--- config.mk ---
export PLATFORM = sky130hd
export DESIGN_NAME = osvm_front
export DESIGN_NICKNAME = d
export VERILOG_FILES = /design/src/hw/rtl/osvm_pkg.sv /design/src/hw/rtl/osvm_queue.sv /design/src/hw/rtl/osvm_front.sv
export SDC_FILE = /design/constraint.sdc
export NUM_CORES = 1
export LEC_CHECK = 0
export BUFFER_PORTS_ARGS = -buffer_cell sky130_fd_sc_hd__buf_2
export CORE_UTILIZATION = 45
export DETAILED_ROUTE_END_ITERATION = 6
export PLACE_DENSITY = 0.7
export SYNTH_ARGS = -nofsm -noshare
export SYNTH_HDL_FRONTEND = slang
export SYNTH_SLANG_ARGS = --single-unit
export TNS_END_PERCENT = 100
--- constraint.sdc ---
create_clock -name clk -period 4.3 [get_ports clk]
set_clock_uncertainty 0.05 [all_clocks]
set_input_delay 0.86 -clock clk [delete_from_list [all_inputs] [get_ports clk]]
set_output_delay 0.86 -clock clk [all_outputs]
set_load 0.01 [all_outputs]
--- src/hw/rtl/osvm_pkg.sv ---
package osvm_pkg;

  // Item codes carried on the kind field
  typedef enum logic [1:0] {
    KIND_LOAD    = 2'd0,
    KIND_TRIGGER = 2'd1,
    KIND_TICK    = 2'd2
  } kind_t;

  // Configuration register indexes
  typedef enum logic [1:0] {
    REG_RATE_STEP     = 2'd0,
    REG_LEVEL         = 2'd1,
    REG_DECAY_FACTOR  = 2'd2,
    REG_SAMPLE_LENGTH = 2'd3
  } reg_index_t;

  localparam int RATE_W   = 18;
  localparam int LEVEL_W  = 16;
  localparam int DECAY_W  = 17;
  localparam int LENGTH_W = 13;
  localparam int CFG_W    = 18;
  localparam int INDEX_W  = 12;
  localparam int PCM_W    = 16;
  localparam int ENV_W    = 17;

  localparam logic [RATE_W-1:0]   RATE_RESET   = 18'd65536;
  localparam logic [LEVEL_W-1:0]  LEVEL_RESET  = 16'd8192;
  localparam logic [DECAY_W-1:0]  DECAY_RESET  = 17'd65536;
  localparam logic [LENGTH_W-1:0] LENGTH_RESET = 13'd4096;

  localparam logic [ENV_W-1:0]   ENV_ONE   = 17'h10000;
  localparam logic [DECAY_W-1:0] DECAY_MAX = 17'h10000;

  localparam int QUEUE_DEPTH = 2;

  typedef struct packed {
    logic [RATE_W-1:0]   rate_step;
    logic [LEVEL_W-1:0]  level;
    logic [DECAY_W-1:0]  decay_factor;
    logic [LENGTH_W-1:0] sample_length;
  } cfg_t;

  typedef struct packed {
    kind_t                     kind;
    logic [INDEX_W-1:0]        index;
    logic signed [PCM_W-1:0]   value;
  } cmd_t;

  typedef enum logic [1:0] {
    ST_IDLE,
    ST_ISSUE,
    ST_DRAIN
  } eng_state_t;

endpackage

--- src/hw/rtl/osvm_queue.sv ---
module osvm_queue (
  input  logic          clk,
  input  logic          rst,
  input  logic          push,
  input  osvm_pkg::cmd_t push_data,
  output logic          full,
  input  logic          pop,
  output logic          not_empty,
  output osvm_pkg::cmd_t head
);
  import osvm_pkg::*;

  localparam int PTR_W = (QUEUE_DEPTH > 1) ? $clog2(QUEUE_DEPTH) : 1;
  localparam int CNT_W = $clog2(QUEUE_DEPTH + 1);

  cmd_t             entry [QUEUE_DEPTH];
  logic [PTR_W-1:0] wptr;
  logic [PTR_W-1:0] rptr;
  logic [CNT_W-1:0] count;
  logic             do_push;
  logic             do_pop;

  assign full      = (count == CNT_W'(QUEUE_DEPTH));
  assign not_empty = (count != '0);
  assign head      = entry[rptr];
  assign do_push   = push && !full;
  assign do_pop    = pop && not_empty;

  always_ff @(posedge clk) begin
    if (do_push) begin
      entry[wptr] <= push_data;
    end
  end

  always_ff @(posedge clk) begin
    if (rst) begin
      wptr  <= '0;
      rptr  <= '0;
      count <= '0;
    end else begin
      if (do_push) begin
        wptr <= (wptr == PTR_W'(QUEUE_DEPTH - 1)) ? '0 : wptr + 1'b1;
      end
      if (do_pop) begin
        rptr <= (rptr == PTR_W'(QUEUE_DEPTH - 1)) ? '0 : rptr + 1'b1;
      end
      if (do_push && !do_pop) begin
        count <= count + 1'b1;
      end else if (do_pop && !do_push) begin
        count <= count - 1'b1;
      end
    end
  end

endmodule

--- src/hw/rtl/osvm_front.sv ---
module osvm_front #(
  parameter int SAMPLE_DEPTH = 4096
) (
  input  logic                        clk,
  input  logic                        rst,
  input  logic                        item_valid,
  output logic                        item_stall,
  input  logic [1:0]                  kind,
  input  logic [osvm_pkg::INDEX_W-1:0] sample_index,
  input  logic signed [osvm_pkg::PCM_W-1:0] sample_value,
  output logic                        cmd_valid,
  output osvm_pkg::cmd_t              cmd,
  input  logic                        cmd_pop
);
  import osvm_pkg::*;

  logic full;
  logic accept;
  logic keep;
  cmd_t push_data;

  assign item_stall = full;
  assign accept     = item_valid && !full;

  // Drop unknown kinds and loads outside the sample memory
  always_comb begin
    push_data.kind  = kind_t'(kind);
    push_data.index = sample_index;
    push_data.value = sample_value;
    unique case (kind)
      KIND_LOAD:    keep = (32'(sample_index) < 32'(SAMPLE_DEPTH));
      KIND_TRIGGER: keep = 1'b1;
      KIND_TICK:    keep = 1'b1;
      default:      keep = 1'b0;
    endcase
  end

  osvm_queue u_queue (
    .clk       (clk),
    .rst       (rst),
    .push      (accept && keep),
    .push_data (push_data),
    .full      (full),
    .pop       (cmd_pop),
    .not_empty (cmd_valid),
    .head      (cmd)
  );

endmodule

==> metrics.md <==
| Metric | Value |
|---|---|
| Share of the synthesized area in compound gates (AO/OA/AOI/OAI) | 1.46% |
| Status | finished clean |
| Die Y | 75.0 um |
| Multiplexer share of the synthesized area | 14.6% |
| Sequential area share after synthesis | 79.3% |
| Final Util | 58.9% |
| Area of the core | 5110 um2 |
| Io pins | 66 |
| Synth Area in XOR/XNOR | 1.10% |
| IO buf count | 65 |
| Post-CTS Setup Inserts | 0 |
| First-pass GRT wire length | 5850 um |
| Starting density of the core | 47.0% |
| Final antenna-violating net count | 0 |
| Worst slack, placed | 1.64 ns |
| Post-Synth Adder-Cell Area | 0.522% |
| Worst Tran Pin Value | 0.654 ns |
| Yosys Warn Count | 0 |
| Worst Setup Start Kind | register |
| Die Wd | 75.0 um |
| Worst EP required | 3.39 ns |
| Leak | 0.00113 uW |
| Clock Sink Count | 65 |
| Max stage delay cell, worst path | mux2_2 |
| Final Wtd Congestion | 0.676 |
| First DRT Iteration DRCs | 64 |
| Largest net degree at the start of global routing | 30 |
| Final hold vios | 0 |
| Max Freq | 0.404 GHz |
| Drt wl/cell | 14.7 um |
| # placed instances | 253 |
| Non-filler cells, final | 269 |
| Cell taking the most area after synthesis | edfxtp_1 |
| Top post-synthesis cells by area | edfxtp_1 (75%), mux2_2 (14%), dfxtp_1 (4.2%) |
| Critical path data arrival time | 1.57 ns |
| Yosys top cell area share | 75.1% |
| CTS Hold Bufs | 0 |
| Max Cap Viol | 0 |
| Post-route DRC violation count | 0 |
| Synth Area in Simple Gates | 2.30% |
| Root buffer cell | clkbuf_8 |
| GRT Util Overall | 15.4% |
| Gate Count Post-Synth | 118 |
| Power density over the cells | 581 nW/um2 |
| # setup viols final | 0 |
| # diodes | 0 |
| Worst setup margin | 1.82 ns |
| Worst path cell trace | buf_4 > mux2_2 > buf_2 |
| First-pass DRT Iterations | 4 |
| Crit path time final | 2.48 ns |
| Setup TNS | 0 ns |
| Fillers | 410 |
| Crit Path Max Fanout | 29 |
| H-tree Lvls | 3 |
| TritonCTS buffer count | 9 |
| Later-pin clock latency in the skew report | 0.33 ns |
| Max Buffers Root-to-Sink | 2 |
| Reg clk slew, reported paths | 0.07 ns |
| Rel. slew slack | 56.2% |
| Share of cells above drive strength 1 | 58.3% |
| Unrepaired setup endpoints after global routing | no |
| Final Max Slew Viols | 0 |
| Number of global-route vias before repair | 1294 |
| Worst min path class | reg -> reg |
| Crit path max-delay family | buffers and inverters |
| Post-DR vias/cell | 4.67 |
| Fin crit share | 57.6% |
| Remaining Overflow, GRT | 0 |
| Yosys cell types | 17 |
| Total wire length | 3960 um |
| Main combinational cell family by area after synthesis | multiplexers |
| Resized cells post-CTS | 0 |
| Via Count | 1256 |
| CP Class | reg -> out |
| Row count | 26 |
| Crit end category | output pin |
| Die area | 5630 um2 |
| Initial antenna violation count | 0 |
| Nets | 229 |
| CTS tree | yes |
| Worst path max stage delay | 0.39 ns |
| Cell Area, Synth | 2400 um2 |
| Final HPWL DP | 2760 um |
| Maximum vdd drop | 0.350 mV |
| Syn-to-layout area delta | 25.4% |
| CP Buf/Inv Count | 2 |
| Average size of a mapped cell | 20.3 um2 |
| Number of synthesized register bits | 65 |
| Post-Synthesis Net Count | 153 |
logic make-up (layout without fill, tap and decap cells):
logic type / count (synthesis) / in the layout
flops: 65 / 65
mux: 31 / 31
simple gates: 10 / 10
compound gates: 4 / 4
buf+inv: 4 / 85
xor+xnor: 3 / 3
fa+ha+maj: 1 / 1
power breakdown:
group          total [uW]  leakage [uW]  switching [uW]  internal [uW]
registers             820      0.000596            30.4            790
logic                 449      0.000448             233            216
clock network         479     0.0000897             215            263
total                1750       0.00113             478           1270
state kept, by name (all words and copies together) (netlist names), named ones only:
name           cells
u_queue.entry     60
u_queue.wptr       1
u_queue.count      2
u_queue.rptr       1
per-stage QoR:
stage | total power [uW] | hold slack (ns) | instance area, um2
6_report | 1750 | 0.472 | 3010
5_1_grt | 1840 | 0.508 | 3010
4_1_cts | 1770 | 0.477 | 3010
3_5_place_dp | 1290 | 0.458 | 2820
3_3_place_gp | 1270 | 0.435 | 2820
2_1_floorplan | 1120 | 0.415 | 2400
area by class of cell:
cell class,instances,area [um2],share of cell area (%)
clock buffers,10,128,4.24
multi-input cells,49,480,16.0
flip-flops and latches,65,1900,63.2
well taps,70,87.6,2.91
inverters,1,3.75,0.125
repair buffers,68,348,11.6
clock inverters,6,58.8,1.96
layout by cell type, fill, tap and decap left out, drive strengths merged, types with 2 or more instances in the layout:
| master | count |
|---|---|
| buf | 68 |
| clkbuf | 10 |
| clkinv | 3 |
| clkinvlp | 2 |
| dfxtp | 5 |
| edfxtp | 60 |
| mux2 | 31 |
| nor2 | 4 |
| nor2b | 3 |
| o21ai | 2 |
| xor2 | 3 |
worst min-delay path, stage by stage (launching register included):
cell and delay, ns:
dfxtp_1 0.33, xor2_1 0.08, nor2_1 0.08
cells in the mapped netlist:
cell type  instances
o21ai_0            2
dfxtp_1            5
a211oi_4           1
mux2_1             1
buf_2              3
mux2_2            30
edfxtp_1          60
xor2_1             3
nor2b_1            2
ha_1               1
or3_1              1
nor2b_2            1
and2_1             1
nor2_1             4
inv_1              1
a21oi_1            1
or2_2              1
final timing paths:
path         slack (ns)  depth (start not counted)              from                    to
max                1.82                          3          register               cmd[21]
min                0.47                          2      u_queue.rptr          u_queue.rptr
max reg2reg        2.15                          4  u_queue.count[1]  u_queue.entry[0][25]
min reg2reg        0.47                          2      u_queue.rptr          u_queue.rptr
per-layer routing:
metal  routed length (um)  track usage [%]
met3                  231             7.50
met5                    0                0
met2                 2120             26.2
met4                   47             7.55
met1                 1560             16.0
Power figures use the tool's default switching activity.
